File: src/hdl/dtc_pkg.sv
// Shared types and constants of the decision tree classifier.
package dtc_pkg;

  localparam int FEAT_W      = 32;
  localparam int FEAT_COUNT  = 4;
  localparam int NODE_IDX_W  = 8;
  localparam int CLASS_W     = 8;
  localparam int SEL_W       = 2;
  localparam int MAX_TABLE   = 2 ** NODE_IDX_W;

  localparam logic KIND_WRITE    = 1'b0;
  localparam logic KIND_CLASSIFY = 1'b1;

  typedef struct packed {
    logic [SEL_W-1:0]      feature;
    logic [FEAT_W-1:0]     threshold;
    logic [NODE_IDX_W-1:0] left;
    logic [NODE_IDX_W-1:0] right;
    logic                  leaf;
    logic [CLASS_W-1:0]    cls;
  } node_t;

  typedef logic [FEAT_COUNT-1:0][FEAT_W-1:0] feat_vec_t;

  typedef struct packed {
    logic [CLASS_W-1:0] predicted_class;
    logic               depth_error;
  } result_t;

endpackage

File: src/hdl/dtc_walker.sv
// Tree walk sequencer: one node read and one compare per cycle.
module dtc_walker import dtc_pkg::*; #(
  parameter int NODE_COUNT = 256,
  parameter int MAX_DEPTH  = 32,
  parameter int AW         = 8
) (
  input  logic          clk,
  input  logic          rst,
  input  logic          start,
  input  feat_vec_t     start_feats,
  output logic          rd_en,
  output logic [AW-1:0] rd_addr,
  input  node_t         rd_data,
  output logic          idle,
  output logic          done,
  output result_t       result,
  input  logic          res_free
);

  localparam int DW = $clog2(MAX_DEPTH + 1);

  typedef enum logic [1:0] {S_IDLE, S_WALK, S_HOLD} state_t;

  state_t              state;
  feat_vec_t           feats;
  logic [DW-1:0]       visited;
  logic [DW-1:0]       visited_next;
  logic signed [31:0]  value;
  logic                go_left;
  logic [NODE_IDX_W-1:0] child;
  logic                depth_hit;
  logic                child_out;

  always_comb begin
    value        = $signed(feats[rd_data.feature]);
    go_left      = value < $signed(rd_data.threshold);
    child        = go_left ? rd_data.left : rd_data.right;
    visited_next = visited + DW'(1);
    depth_hit    = (visited_next == DW'(MAX_DEPTH));
    child_out    = (32'(child) >= NODE_COUNT);
    rd_en        = start ||
                   (state == S_WALK && !rd_data.leaf && !depth_hit && !child_out);
    rd_addr      = start ? '0 : child[AW-1:0];
    idle         = (state == S_IDLE);
    done         = (state == S_HOLD);
  end

  always_ff @(posedge clk) begin
    if (rst) begin
      state   <= S_IDLE;
      visited <= '0;
    end else begin
      unique case (state)
        S_IDLE: begin
          if (start) begin
            feats   <= start_feats;
            visited <= '0;
            state   <= S_WALK;
          end
        end
        S_WALK: begin
          if (rd_data.leaf) begin
            result <= '{predicted_class: rd_data.cls, depth_error: 1'b0};
            state  <= S_HOLD;
          end else if (depth_hit || child_out) begin
            result <= '{predicted_class: '0, depth_error: 1'b1};
            state  <= S_HOLD;
          end else begin
            visited <= visited_next;
          end
        end
        S_HOLD: begin
          if (res_free) begin
            state <= S_IDLE;
          end
        end
        default: state <= S_IDLE;
      endcase
    end
  end

  a_depth_bound: assert property (@(posedge clk) disable iff (rst)
    state == S_WALK |-> visited < DW'(MAX_DEPTH))
    else $error("walk depth counter out of range");

  a_start_walks: assert property (@(posedge clk) disable iff (rst)
    start |=> state == S_WALK && visited == '0)
    else $error("classify start did not enter walk");

  a_err_class: assert property (@(posedge clk) disable iff (rst)
    done && result.depth_error |-> result.predicted_class == '0)
    else $error("error result carries nonzero class");

endmodule

File: config.mk
export PLATFORM = sky130hd
export DESIGN_NAME = dtc_walker
export DESIGN_NICKNAME = d
export VERILOG_FILES = /design/src/hdl/dtc_pkg.sv /design/src/hdl/dtc_walker.sv
export SDC_FILE = /design/constraint.sdc
export NUM_CORES = 1
export LEC_CHECK = 0
export BUFFER_PORTS_ARGS = -buffer_cell sky130_fd_sc_hd__buf_2
export CELL_PAD_IN_SITES_DETAIL_PLACEMENT = 0
export CELL_PAD_IN_SITES_GLOBAL_PLACEMENT = 1
export CORE_ASPECT_RATIO = 1.25
export CORE_UTILIZATION = 41
export CTS_BUF_LIST = sky130_fd_sc_hd__clkbuf_16
export CTS_CLUSTER_SIZE = 16
export DETAILED_ROUTE_END_ITERATION = 8
export GPL_TIMING_DRIVEN = 0
export PLACE_DENSITY_LB_ADDON = 0.1
export SETUP_SLACK_MARGIN = 0.2
export SLEW_MARGIN = 20
export SYNTH_ARGS = -nofsm -noshare
export SYNTH_HDL_FRONTEND = slang
export SYNTH_SLANG_ARGS = --single-unit
File: constraint.sdc
create_clock -name clk -period 10 [get_ports clk]
set_clock_uncertainty 0.15 [all_clocks]
set_input_delay 1 -clock clk [delete_from_list [all_inputs] [get_ports clk]]
set_output_delay 1 -clock clk [all_outputs]
set_load 0.05 [all_outputs]
======== Word-level counts from Yosys, hierarchy flattened ========
Cells that the tools add are included.
storage, ports and cells
  logic and storage cells ................. 47
  bits in registers ....................... 145
  output and inout bits ................... 20
  input bits .............................. 191
cells by class
  multiplexer cells ....................... 15
  reductions and logical operators ........ 12
  $add $sub $neg .......................... 1
  bitwise logic cells ..................... 1
  equal/unequal tests ..................... 8
  magnitude comparators ................... 2
operator list
  kind                                                                           count
  32-bit binary-select mux with 2-bit select                                     1
  32-bit less-than comparator                                                    1
  32-bit two-way mux                                                             1
  6-bit two-way mux                                                              3
  9-bit two-way mux                                                              2
  8-bit two-way mux                                                              2
  6-bit one-hot mux with 2 select lines                                          1
  3-bit AND reduction                                                            3
  2-bit two-way mux                                                              4
  6-bit by 1-bit adder with 6-bit output (second input constant)                 1
  6-bit == test (second input constant)                                          1
  2-bit != test (second input constant)                                          3
  2-bit one-hot mux with 3 select lines                                          1
  4-bit AND reduction                                                            1
  2-bit nonzero test                                                             2
  2-bit by 3-bit less-than comparator with 1-bit output (second input constant)  1
  3-bit != test (second input constant)                                          1
  2-bit by 1-bit == test with 1-bit output (second input constant)               1
  2-bit == test (second input constant)                                          1
  1-bit logical AND                                                              2
  1-bit zero test                                                                2
  2-bit zero test                                                                1
  2-bit by 1-bit != test with 1-bit output (second input constant)               1
  1-bit logical OR                                                               1
  1-bit NOT                                                                      1

======== Logic depth before layout (Yosys ltp) ========
Gate-level depths: netlist of run 1.
  word-level depth ........................ 5
  gate-level depth with buffers ........... 11
  depth with buffers taken out ............ 9

======== Worst setup path after synthesis of run 1 ========
Ideal clock, no wire load.
  path kind ............................... input-to-reg
  start ................................... input rst
  end ..................................... register feats[0] in the netlist's numbering, enable pin
  path slack .............................. 2.690 ns
  buffers on the path ..................... 1
  cell stages on the path ................. 2
  data arrival time ....................... 6.543 ns
  setup time .............................. 0.617 ns
  cells stage by stage .................... clkbuf_1 > nor2_1
on the way
  longest elaborated chain between the ends .. 2
RTL lines
  element                               RTL line          RTL
  from (decl)                           dtc_walker.sv:8   input logic rst,
  1-bit NOT (no source line)            -
  3-bit AND reduction (no source line)  -
  to (signal assigned)                  dtc_walker.sv:56  feats <= start_feats;
  to (decl)                             dtc_walker.sv:25  feat_vec_t feats;
Every way passes these cells.
A chain may end at the register's enable or synchronous reset.

======== Worst setup path in the final report of run 1 ========
  start ................................... input rd_data[57] in the netlist's numbering
  end ..................................... output rd_addr[2]
on the way
  longest elaborated chain between the ends .. 5
RTL lines
  element                                     RTL line          RTL
  from (decl)                                 dtc_walker.sv:13  input node_t rd_data,
  32-bit binary-select mux with 2-bit select  dtc_walker.sv:35  value = $signed(feats[rd_data.feature]);
  32-bit two-way mux (implied by the code)    dtc_walker.sv:35
  32-bit less-than comparator                 dtc_walker.sv:36  go_left = value < $signed(rd_data.threshold);
  8-bit two-way mux                           dtc_walker.sv:37  child = go_left ? rd_data.left : rd_data.right;
  8-bit two-way mux                           dtc_walker.sv:43  rd_addr = start ? '0 : child[AW-1:0];
  to (decl)                                   dtc_walker.sv:12  output logic [AW-1:0] rd_addr,
Every way passes these cells. The select of a mux whose other input is x is not followed.

==> run metrics, run 1 <==
run status=finished clean; number of DRC markers after the initial detailed-route iteration=164; most repeated library cell on the critical path=buf_2; wire length of the first global-routing pass=20.9 mm; number of DRC violations after detailed routing=0; average cell area after synthesis=~17 sq um; routability-driven placement congestion ratio=0.801; share of the yosys chip area belonging to registers=approximately 67%; max-slew violation count=0; final hold viol count=0; leakage dissipation=3.43 nW; routed vias=3995; Max H-tree Level=4; clock latency of the later-clocked register in the worst-skew pair=410 ps; layout cell share with drive strength beyond 1=roughly 45%; least setup slack across all paths after layout=just over 4000 ps; worst setup path startpoint=rd_data[57]; die boundary height=141 um; TritonCTS Buffers=17; TritonCTS clock tree=done; max frequency=170 MHz; dominant cell type by area after synthesis=edfxtp_1; origin of the worst min-delay path=visited[5]; crit path DAT=~4800 ps; minimum period implied by the final worst setup slack=5900 ps; cell chain of the critical path=clkbuf_1 > buf_2 > mux4_2 > ha_1 > nand4_2 > nor4_4 > nand2_1 > a21oi_2 > a2111oi_2 > xnor2_2 > mux2i_1 > buf_2; type of the worst setup path=input pin to primary output; critical path launch point type=input pin; syn nets=606; power consumption=1.54 mW; CTS clock-pin slew for the worst setup and hold paths=60 ps; total power density per cell area=184 mW/mm^2; final routed wirelength across all metal layers=13.4 mm; cell area after technology mapping=0.00636 sq mm; share of the synthesized area in the top cell type=64.7%; Total Neg Setup Slack=0 ps; crit-path max FO=10; CTS sink cnt=around 150; total congestion overflow=0; I/O pin total=211; Tightest Pin Transition=690 ps; worst IR drop on VDD=117 uV; synthesized flop and latch total=between 100 and 150; area inside the core boundary=0.0151 sq mm; initial cell density of the core=42.2%; antenna-violating nets left=0; total routing resource utilization after global routing=17.8%; maximum number of pins on one net before global-route repair=32; number of iterations in the first detailed-routing pass=4; via count of the first global-routing pass=around 4300; num rows=50; CTS root buffer=clkbuf_16; Final #Nets=837; average wire per standard cell=roughly 16 um; number of vias per cell=4.78; # Max-Cap Violations=0; critical register-to-register path startpoint=visited[0]; Max-slew headroom=53.7%; end-of-flow core utilization=between 50% and 60%; count of input and output buffers=~210; Slowest-stage cell, CP=mux4_2; Chip Width=approximately 110 um; post-route clock period utilization=59.0%; post-detail-place hpwl=approximately 10 mm; required time at the endpoint of the critical path=between 8000 and 9000 ps; Post-CTS Resized=0; number of antenna violations at the first check in global routing=1; Synth-to-Final Area Change=31.9%; instance count of the mapped netlist=383; setup repair after global routing missed its margin=false; nature of the critical path endpoint=primary output; hold bufs inserted after CTS=0; Critical Path Max Stage Delay=roughly 550 ps; dominant cells by area after synthesis=edfxtp_1 (65%), mux4_2 (11%), ha_1 (6.3%); endpoints failing setup=0; worst slack after detailed placement=3920 ps; Synth Warn #=0; setup repair bufs after CTS=0; class of the worst hold path=flip-flop to flip-flop; floorplan die area=approximately 0.016 sq mm; maximum number of buffers from clock root to sink=2; number of distinct library cell variants in the gate-level netlist after synthesis=36
-- registers in the layout, indices dropped and copies added, names as in the netlist --
register,count
result,9
visited,6
state,2
feats,128
-- cells by family after synthesis --
kind of cell             synth area share (%)
multiplexers                             12.6
XOR/XNOR                                0.394
adder cells (fa/ha/maj)                  6.30
AND/OR/NAND/NOR                          7.14
AO/OA/AOI/OAI                            3.78
flip-flops                               67.2
buffers and inverters                    2.64
-- cell type report --
cell class / count / area [sq um]
Inverter: 32 / 120
Multi-Input combinational cell: 195 / 1930
Fill cell: 1250 / 6690
Clock buffer: 17 / 425
Buffer: 11 / 47.5
Sequential cell: 145 / 4270
Tap cell: 208 / 260
Timing Repair Buffer: 212 / 1160
Clock inverter: 13 / 170
Antenna cell: 2 / 5.00
-- critical path, delay by kind of cell --
kind / cells / cell delay (ps)
AO/OA/AOI/OAI: 2 / 270
AND/OR/NAND/NOR: 3 / 750
buffers and inverters: 3 / 960
XOR/XNOR: 1 / 540
adder cells (fa/ha/maj): 1 / 400
multiplexers: 2 / 810
-- where the power goes --
part | total (mW) | switching (mW) | internal [mW] | leakage (nW)
clock network | 0.643 | 0.232 | 0.411 | 0.291
registers | 0.706 | 0.00675 | 0.699 | 1.33
logic | 0.193 | 0.106 | 0.0877 | 1.80
-- through the flow --
| stage | cells | hold WS, ps | area, sq um |
|---|---|---|---|
| after floorplan | 383 | 294 | 6360 |
| after CTS | 833 | 321 | 8380 |
| final | 835 | 320 | 8390 |
| after global placement | 798 | 302 | 7660 |
| after detailed placement | 803 | 314 | 7790 |
| after global routing | 833 | 350 | 8390 |
-- worst paths after layout --
| kind | end | slack (ps) | cells after the start |
|---|---|---|---|
| setup / recovery | rd_addr[2] | 4100 | 12 |
| hold reg to reg | visited[5] | 320 | 2 |
| hold / removal | visited[5] | 320 | 2 |
| setup reg to reg | visited[5] | 7790 | 8 |
-- layout by cell type (no fill, tap or decap), types with 6 or more instances in the layout --
cell / count
nand2b_1: 18
ha_1: 32
and2_1: 10
dfxtp_1: 8
mux2i_1: 10
nand3_1: 7
mux4_2: 31
edfxtp_1: 137
nor2_1: 15
buf_2: 212
clkbuf_1: 6
clkbuf_16: 17
inv_1: 33
nand2_1: 14
a21oi_1: 16
-- synth_stat cells (all sizes together) --
| library cell | n |
|---|---|
| nor2b | 3 |
| nand4 | 6 |
| o21a | 1 |
| xnor2 | 2 |
| nand2 | 14 |
| o22ai | 1 |
| a311oi | 1 |
| nand3 | 7 |
| a211o | 1 |
| a21o | 1 |
| nand2b | 18 |
| nor3 | 4 |
| nand3b | 2 |
| o211ai | 3 |
| edfxtp | 137 |
| a2111oi | 1 |
| dfxtp | 8 |
| inv | 32 |
| nor4 | 1 |
| a31oi | 1 |
| ha | 32 |
| mux2i | 10 |
| a21oi | 17 |
| clkbuf | 6 |
| nor2 | 16 |
| o21ai | 5 |
| and2 | 10 |
| mux4 | 31 |
| or3 | 2 |
| o221ai | 1 |
| a211oi | 4 |
| buf | 5 |
-- routing by layer --
layer	vias up	global-route usage (%)	wire (um)
li1	1952	-	-
met1	1894	20.1	5270
met2	137	31.0	7060
met3	12	6.19	921
met4	0	6.86	151
met5	-	0	0
Note: power is estimated with default switching activity, not from simulation.
==> run 2: changes to the inputs <==
Clock period 10 ns to 6.1 ns, I/O delays scaled along.
==> run metrics, run 2 (synthesis gave the netlist of run 1 again) <==
number of antenna violations at the first check in global routing=3 (was 1); initial cell density of the core=42.2% (unchanged); class of the worst hold path=input pin to flip-flop (was flip-flop to flip-flop); run status=finished clean (unchanged); Max H-tree Level=4 (unchanged); area inside the core boundary=0.0151 sq mm (unchanged); Crit Reg-Reg Endpoint=feats[104] (was visited[5]); routability-driven placement congestion ratio=0.749 (was 0.801); clock latency of the later-clocked register in the worst-skew pair=420 ps (was 410 ps); crit-path max FO=10 (unchanged); # Max-Cap Violations=0 (unchanged); power consumption=2.46 mW (was 1.54 mW); Final #Nets=837 (unchanged); count of input and output buffers=207 (unchanged); nature of the critical path endpoint=primary output (unchanged); max frequency=approximately 200 MHz; TritonCTS Buffers=17 (unchanged); number of DRC violations after detailed routing=0 (unchanged); setup repair bufs after CTS=0 (unchanged); CTS clock-pin slew for the worst setup and hold paths=60 ps (about the same); Synth-to-Final Area Change=31.8% (was 31.9%); leakage dissipation=3.42 nW (was 3.43 nW); total routing resource utilization after global routing=17.6% (was 17.8%); routed vias=4008 (was 3995); number of cells on the worst hold path=1 (was 2); Top reg by flops=feats (unchanged); number of iterations in the first detailed-routing pass=6 (was 4); die boundary height=141 um (unchanged); type of the worst setup path=input pin to primary output (unchanged); post-route clock period utilization=82.4%; maximum number of buffers from clock root to sink=2 (unchanged); Tightest Pin Transition=760 ps (was 690 ps); minimum period implied by the final worst setup slack=just over 5000 ps; crit path DAT=4270 ps (was 4750 ps); I/O pin total=211 (unchanged); Total Neg Setup Slack=0 ps (unchanged); final routed wirelength across all metal layers=13.3 mm (was 13.4 mm); count of filler cells inserted in the layout=1246 (was 1250); CTS root buffer=clkbuf_16 (unchanged); CTS sink cnt=145 (unchanged); setup repair after global routing missed its margin=false (unchanged); sink of the worst hold path=feats[98] (was visited[5]); Post-CTS Resized=0 (unchanged); max FFs per register=128 (unchanged); critical register-to-register path startpoint=state[1] (was visited[0]); worst-case register-to-register setup slack=3820 ps (was 7790 ps); floorplan die area=0.0160 sq mm (unchanged); via count of the first global-routing pass=4325 (was 4277); max-slew violation count=0 (unchanged); commonest non-fill, non-tap cell in the layout=buf_2 (unchanged); num rows=50 (unchanged); layout cell share with drive strength beyond 1=45.3% (about the same); Max-slew headroom=49.2% (was 53.7%); average wire per standard cell=15.9 um (was 16.1 um); post-detail-place hpwl=10.3 mm (about the same); endpoints failing setup=0 (unchanged); Chip Width=113 um (unchanged); final hold viol count=0 (unchanged); required time at the endpoint of the critical path=5340 ps (was 8850 ps); wire length of the first global-routing pass=20.7 mm (was 20.9 mm); number of vias per cell=4.78 (about the same); tightest hold margin=217 ps (was 320 ps); total power density per cell area=294 mW/mm^2 (was 184 mW/mm^2); number of DRC markers after the initial detailed-route iteration=133 (was 164); antenna-violating nets left=0 (unchanged); worst IR drop on VDD=185 uV (was 117 uV); origin of the worst min-delay path=start_feats[98] (was visited[5]); hold bufs inserted after CTS=0 (unchanged); critical path launch point type=input pin (unchanged); largest registers=feats (128), result (9), visited (6) (unchanged); maximum number of pins on one net before global-route repair=27 (was 32); TritonCTS clock tree=done (unchanged); worst-case reg-to-reg path depth=6 (was 8); most frequent cells in the layout=buf_2 (212), edfxtp_1 (137), inv_1 (34) (was buf_2 (212), edfxtp_1 (137), inv_1 (33)); total congestion overflow=0 (unchanged)
run 2: cell types whose count changed in the layout (fill, tap and decap cells not counted):
cell	before	now
buf_12	2	0
buf_16	3	5
bufinv_16	4	2
diode_2	2	4
inv_6	1	3
clkinv_2	3	2
clkinv_4	0	1
clkinvlp_4	2	3
inv_1	33	34
run 2: through the flow:
| stage | setup WS (ps) | area, sq um | std cells | utilization [%] |
|---|---|---|---|---|
| 5_1_grt | 727 | 8380 | 836 | 55.6 |
| 3_3_place_gp | 172 | 7660 | 798 | 50.8 |
| 3_5_place_dp | 919 | 7800 | 803 | 51.7 |
| 2_1_floorplan | 976 | 6360 | 383 | - |
| 4_1_cts | 928 | 8370 | 835 | 55.5 |
| 6_report | 1070 | 8380 | 839 | 55.6 |
run 2: how the worst max path moves through the flow:
stage,slack (ps),to,start,cells past startpoint
2_1_floorplan,980,feats[0],state[1],3
3_3_place_gp,170,feats[14],rst,2
3_5_place_dp,920,rd_addr[7],rd_data[57],12
4_1_cts,930,rd_addr[7],rd_data[57],12
5_1_grt,730,rd_addr[1],rd_data[57],12
6_report,1070,rd_addr[7],rd_data[57],12
run 2: layout make-up:
cell class              count  area [sq um]  share of cell area [%]
inverters                  32           120                    1.43
well taps                 208           260                    3.10
clock inverters            15           143                    1.70
multi-input cells         195          1930                    23.0
clock buffers              17           425                    5.07
flip-flops and latches    145          4270                    51.0
repair buffers            212          1170                    14.0
plain buffers              11          47.5                   0.567
diodes                      4          10.0                   0.119
run 2: worst max-delay path: stages:
cell and delay (ps):
clkbuf_1 240, buf_2 410, mux4_2 550, ha_1 400
nand4_2 200, nor4_4 420, nand2_1 110, a21oi_2 180
a2111oi_2 80, xnor2_2 530, mux2i_1 250, buf_2 280
run 2: metal layers:
metal | vias to the layer above | track usage [%] | routed length, um
met5 | - | 0 | 0
met4 | 0 | 6.51 | 250
met3 | 19 | 7.14 | 964
met2 | 153 | 31.5 | 7020
met1 | 1883 | 18.6 | 5110
li1 | 1953 | - | -
run 2: power by group:
group | internal, mW | switching (mW)
registers | 1.15 | 0.0110
logic | 0.145 | 0.173
clock network | 0.598 | 0.391
total | 1.89 | 0.576
